### config.mk
export PLATFORM = sky130hd
export DESIGN_NAME = brgt_div
export DESIGN_NICKNAME = d
export VERILOG_FILES = /design/src/byte_range_gap_tracker_defines.svh /design/src/brgt_pkg.sv /design/src/brgt_div.sv
export SDC_FILE = /design/constraint.sdc
export NUM_CORES = 2
export LEC_CHECK = 0
export ABC_AREA = 0
export BUFFER_PORTS_ARGS = -buffer_cell sky130_fd_sc_hd__clkbuf_2
export CAP_MARGIN = 0
export CORE_MARGIN = 2
export CORE_UTILIZATION = 70
export CTS_BUF_LIST = sky130_fd_sc_hd__clkbuf_16
export DETAILED_ROUTE_END_ITERATION = 12
export PLACE_DENSITY = 0.85
export REMOVE_ABC_BUFFERS = 1
export SYNTH_ARGS = -nofsm -noshare
export SYNTH_HDL_FRONTEND = slang
export SYNTH_SLANG_ARGS = --single-unit
### constraint.sdc
create_clock -name clk -period 24.6 [get_ports clk]
set_input_delay 2.46 -clock clk [delete_from_list [all_inputs] [get_ports clk]]
set_output_delay 2.46 -clock clk [all_outputs]
set_load 0.1 [all_outputs]
### src/byte_range_gap_tracker_defines.svh
// Assertion macros for the byte range gap tracker.
`ifndef BYTE_RANGE_GAP_TRACKER_DEFINES_SVH
`define BYTE_RANGE_GAP_TRACKER_DEFINES_SVH

`ifndef SYNTHESIS
`define BRGT_ASSERT(label, clk, rst, prop, msg) \
  label: assert property (@(posedge clk) disable iff (rst) prop) else $error(msg);
`define BRGT_ASSERT_NEVER(label, clk, rst, cond, msg) \
  label: assert property (@(posedge clk) disable iff (rst) !(cond)) else $error(msg);
`else
`define BRGT_ASSERT(label, clk, rst, prop, msg)
`define BRGT_ASSERT_NEVER(label, clk, rst, cond, msg)
`endif

`endif

### src/brgt_pkg.sv
// Shared constants and types of the byte range gap tracker.
`timescale 1ns / 1ps
package brgt_pkg;

  localparam int DATA_W = 40;
  localparam int PBYTES_W = 24;
  localparam int PART_W = 16;
  localparam int LPN_W = 17;
  localparam int DIVCNT_W = 4;

  localparam int MAX_GAPS_DEFAULT = 64;
  localparam int PART_BYTES_DEFAULT = 9728000;

  localparam logic [DATA_W-1:0] MASK40 = {DATA_W{1'b1}};

  typedef enum logic [2:0] {
    REQ_INIT_CLEAR = 3'd0,
    REQ_INIT_ALL   = 3'd1,
    REQ_ADD        = 3'd2,
    REQ_FILL       = 3'd3,
    REQ_TOTAL      = 3'd4,
    REQ_PART_SIZE  = 3'd5,
    REQ_COMPLETE   = 3'd6
  } req_t;

  typedef struct packed {
    logic                 start;
    logic [DATA_W-1:0]    dividend;
  } div_req_t;

  typedef struct packed {
    logic                 done;
    logic [DATA_W-1:0]    quotient;
    logic [PBYTES_W-1:0]  remainder;
  } div_rsp_t;

endpackage

### src/brgt_div.sv
// Division by the part size through a multi-cycle reciprocal multiply and one correction.
`timescale 1ns / 1ps
module brgt_div #(
  parameter int PART_BYTES = brgt_pkg::PART_BYTES_DEFAULT
) (
  input  logic               clk,
  input  logic               rst,
  input  brgt_pkg::div_req_t req,
  output brgt_pkg::div_rsp_t rsp
);

  localparam int DW = brgt_pkg::DATA_W;
  localparam int PW = brgt_pkg::PBYTES_W;
  localparam int HW = DW / 2;
  localparam int ACC_W = DW + 64;
  localparam logic [63:0] RECIP = 64'hFFFF_FFFF_FFFF_FFFF / 64'(PART_BYTES);
  localparam logic [PW-1:0] DIVISOR = PW'(PART_BYTES);
  localparam logic [brgt_pkg::DIVCNT_W-1:0] STEP_Q   = brgt_pkg::DIVCNT_W'(8);
  localparam logic [brgt_pkg::DIVCNT_W-1:0] STEP_LO  = brgt_pkg::DIVCNT_W'(9);
  localparam logic [brgt_pkg::DIVCNT_W-1:0] STEP_HI  = brgt_pkg::DIVCNT_W'(10);
  localparam logic [brgt_pkg::DIVCNT_W-1:0] STEP_FIX = brgt_pkg::DIVCNT_W'(11);

  logic                          busy;
  logic                          done;
  logic [brgt_pkg::DIVCNT_W-1:0] cnt;
  logic [DW-1:0]                 dvd;
  logic [DW-1:0]                 quo;
  logic [PW-1:0]                 rem;
  logic [ACC_W-1:0]              acc;
  logic [63:0]                   qd;
  logic [HW-1:0]                 x_part;
  logic [15:0]                   m_part;
  logic [HW+15:0]                pp;
  logic [6:0]                    sh;
  logic [ACC_W-1:0]              pp_sh;
  logic [HW-1:0]                 q_part;
  logic [HW+PW-1:0]              qd_pp;
  logic [DW-1:0]                 diff;
  logic                          fix;

  // partial products of dividend times reciprocal: two dividend halves by four slices
  assign x_part = cnt[0] ? dvd[DW-1:HW] : dvd[HW-1:0];

  always_comb begin
    case (cnt[2:1])
      2'd0: m_part = RECIP[15:0];
      2'd1: m_part = RECIP[31:16];
      2'd2: m_part = RECIP[47:32];
      default: m_part = RECIP[63:48];
    endcase
  end

  assign pp     = x_part * m_part;
  assign sh     = (cnt[0] ? 7'(HW) : 7'd0) + {1'b0, cnt[2:1], 4'b0};
  assign pp_sh  = {{(ACC_W - HW - 16){1'b0}}, pp} << sh;
  assign q_part = (cnt == STEP_HI) ? quo[DW-1:HW] : quo[HW-1:0];
  assign qd_pp  = q_part * DIVISOR;
  assign diff   = dvd - qd[DW-1:0];
  // the estimate is at most one low
  assign fix    = diff >= {{(DW - PW){1'b0}}, DIVISOR};

  always_ff @(posedge clk) begin
    if (rst) begin
      busy <= 1'b0;
      done <= 1'b0;
      cnt  <= '0;
    end else begin
      done <= 1'b0;
      if (req.start) begin
        busy <= 1'b1;
        cnt  <= '0;
      end else if (busy) begin
        cnt <= cnt + 1'b1;
        if (cnt == STEP_FIX) begin
          busy <= 1'b0;
          done <= 1'b1;
        end
      end
    end
  end

  always_ff @(posedge clk) begin
    if (req.start) begin
      dvd <= req.dividend;
      acc <= '0;
    end else if (busy) begin
      if (cnt < STEP_Q) begin
        acc <= acc + pp_sh;
      end
      if (cnt == STEP_Q) begin
        quo <= acc[ACC_W-1:64];
      end
      if (cnt == STEP_LO) begin
        qd <= {{(64 - HW - PW){1'b0}}, qd_pp};
      end
      if (cnt == STEP_HI) begin
        qd <= qd + {qd_pp, {HW{1'b0}}};
      end
      if (cnt == STEP_FIX) begin
        quo <= fix ? quo + 1'b1 : quo;
        rem <= fix ? PW'(diff - {{(DW - PW){1'b0}}, DIVISOR}) : diff[PW-1:0];
      end
    end
  end

  assign rsp = '{done: done, quotient: quo, remainder: rem};

endmodule

==> run summary <==
hold crit path type: reg2reg
CP peak stage delay: 0.76 ns
H-tree depth: 1
status: finished, final reports clean
wire length of the first global-routing pass: 143 mm
number of flops mapped to enable cells by yosys: 132
Synth async-reset ratio: 0%
Post-Place Cells: 4396
final instance area: 33000 sq um
count leader, synth: inv_1
final wirelength: 90.1 mm
area of the multi-input gates: 22600 sq um
initial antenna violation count: 7
sequential area share after synthesis: 19.7%
std cell rows: 77
CP max-delay cell: a221oi_1
leading area contributor after synthesis: ha_1
critical path type: reg2reg
Worst Hold Launch: dvd[1]
full die area: 46300 sq um
via count: 27955
register area: 6170 sq um
clock latency on the worst-skew pair: 0.62 ns
post-synthesis instance total: 3836
Yosys warning count: 0
critical path arrival: 12.73 ns
IO buf count: 107
CP endpoint kind: flop
max-slew violations: 0
Crit Reg-Reg Endpoint: acc[93]
Post-CTS Resized: 0
number of global-route vias before repair: 26643
CP Max Fanout: 67
# fillers: 3415
total gr overflow: 0
Max-Cap Viols: 0
Critical R2R Launch: cnt[0]
fin crit period: 12.27 ns
flop and latch count out of synthesis: 242
share of cells above drive strength 1: 5.97%
DPL Wire Length: 72.1 mm
Critical Path RT: 25.06 ns
I/O Pins: 108
CTS tree: done
R2R setup slack: 12.33 ns
fin crit share: 49.9%
largest net degree at the start of global routing: 89
nets: 4477
Initial DRT Pass Iterations: 6
core box area: 44100 sq um
Post-Layout Cell Count: 4453
GPL Wtd Cong: 1.05
DR vias/cell: 6.28
drt first-iter violations: 3009
clock tree buffer depth: 3
CTS clock-pin slew for the worst setup and hold paths: 0.07 ns
Hold EP: rem[1]
WL/cell: 20.2 microns
setup TNS: 0 ns
worst-margin pin slew: 1.07 ns
Routed Antenna Nets: 0
synthesized area: 31200 sq um
# setup viols final: 0
Initial Utilization: 70.8%
Worst slew margin: 28.3%
clk sink count: 242
DRC violations left: 0
Post-CTS Hold Buffers: 0
Crit path top cell by count: fa_1
final worst slack: 12.33 ns
skew final: 0.0624 ns
commonest cells in the netlist: inv_1 (490), nand2_1 (466), ha_1 (389), a21oi_1 (323), nor2_1 (281)
CTS Buf Count: 28
worst r2r path cells: 39
Clock Tree Root: clkbuf_16
CP startpoint kind: flop
area added between synthesis and finish: 5.73%
Hold Path Cell Cnt: 0
Total Routing Usage GR: 38.6%
syn_area_per_cell: 8.15 sq um
DP Area: 32100 sq um
Post-CTS Setup Inserts: 0
Post-synth top flop: edfxtp_1
synth unique cells: 97
Synth top area share: 15.6%
pre-CTS setup slack: 12.61 ns
Die Y: 215 microns
RSZ-0062 raised after global routing: no
Die Width: 215 microns
largest cells by area after synthesis: ha_1 (16%), fa_1 (14%), edfxtp_1 (13%), dfxtp_1 (7.0%), inv_1 (5.9%)
final hold vios: 0
Peak Freq: 81.5 MHz
-- stage by stage --
step,hold slack [ns],utilization (%)
after detailed placement,0.434,72.7
after floorplan,0.426,-
after CTS,0.448,74.8
final,0.449,74.9
after global placement,0.430,72.7
after global routing,0.470,74.9
-- worst max-delay path by stage --
stage,startpoint,endpoint,slack (ns),depth (start not counted)
after CTS,cnt[0],acc[93],12.53,39
after global placement,cnt[0],acc[93],12.83,39
after global routing,cnt[0],acc[93],11.58,39
after detailed placement,cnt[0],acc[93],12.61,39
final,cnt[0],acc[93],12.33,39
after floorplan,cnt[0],acc[97],13.04,35
-- layer usage --
layer	track usage (%)	vias to the layer above	wire length [microns]
met3	5.34	279	7120
met1	52.0	13166	37000
met4	19.5	2	5370
met5	0	-	13
met2	61.3	1297	40600
li1	-	13211	-
-- flip-flops by register name, indices dropped and copies added (netlist names) --
| register | count |
|---|---|
| cnt | 4 |
| done | 1 |
| acc | 104 |
| dvd | 40 |
| rem | 24 |
| quo | 40 |
| busy | 1 |
| qd | 28 |
-- cells by family (layout without fill, tap and decap cells) --
kind of cell               after synthesis  after routing  share of synthesized area [%]
AOI/OAI and AO/OA                      934            934                           18.6
xor gates and xnor gates               218            218                           6.11
adders and majority gates              602            602                           29.2
buffers and inverters                  655            674                           7.98
DFF                                    242            242                           19.7
muxes                                   63             63                           2.16
other                                    0              6                              0
and+or+nand+nor                       1122           1122                           16.3
-- critical path: cells and delay by family, from the launching register on --
kind	cells	cell delay, ns
multiplexers	1	0.39
adder cells (fa/ha/maj)	8	3.89
AND/OR/NAND/NOR	5	0.74
flip-flops	1	0.48
AO/OA/AOI/OAI	17	5.26
buffers and inverters	6	0.97
XOR/XNOR	2	0.42
-- cell type report --
type / instances / area share, %
multi-input combinational: 2939 / 68.5
sequential: 242 / 18.7
clock buffer: 28 / 2.12
tap: 592 / 2.24
inverter: 492 / 5.59
timing repair buffer: 131 / 2.17
clock inverter: 23 / 0.663
antenna: 6 / 0.0455
-- layout by cell type (no fill, tap or decap), types with 28 or more instances in the layout --
cell type and instances:
a21o_1 86, and2_1 29, o21ai_0 192, nor2b_1 28, nor2_1 279, a21oi_1 323
xor2_1 94, o21bai_1 42, nand3_1 59, clkbuf_16 28, xnor2_1 124, dfxtp_1 107
edfxtp_1 132, mux2i_1 48, ha_1 389, fa_1 211, o22ai_1 34, nor3_1 82
clkbuf_2 106, nand4_1 47, nand2_1 465, inv_1 493, a31oi_1 36
Power is left out: the tool's default activity adds up to more than one toggle a clock period on the data nets, which glitch-free logic cannot reach.
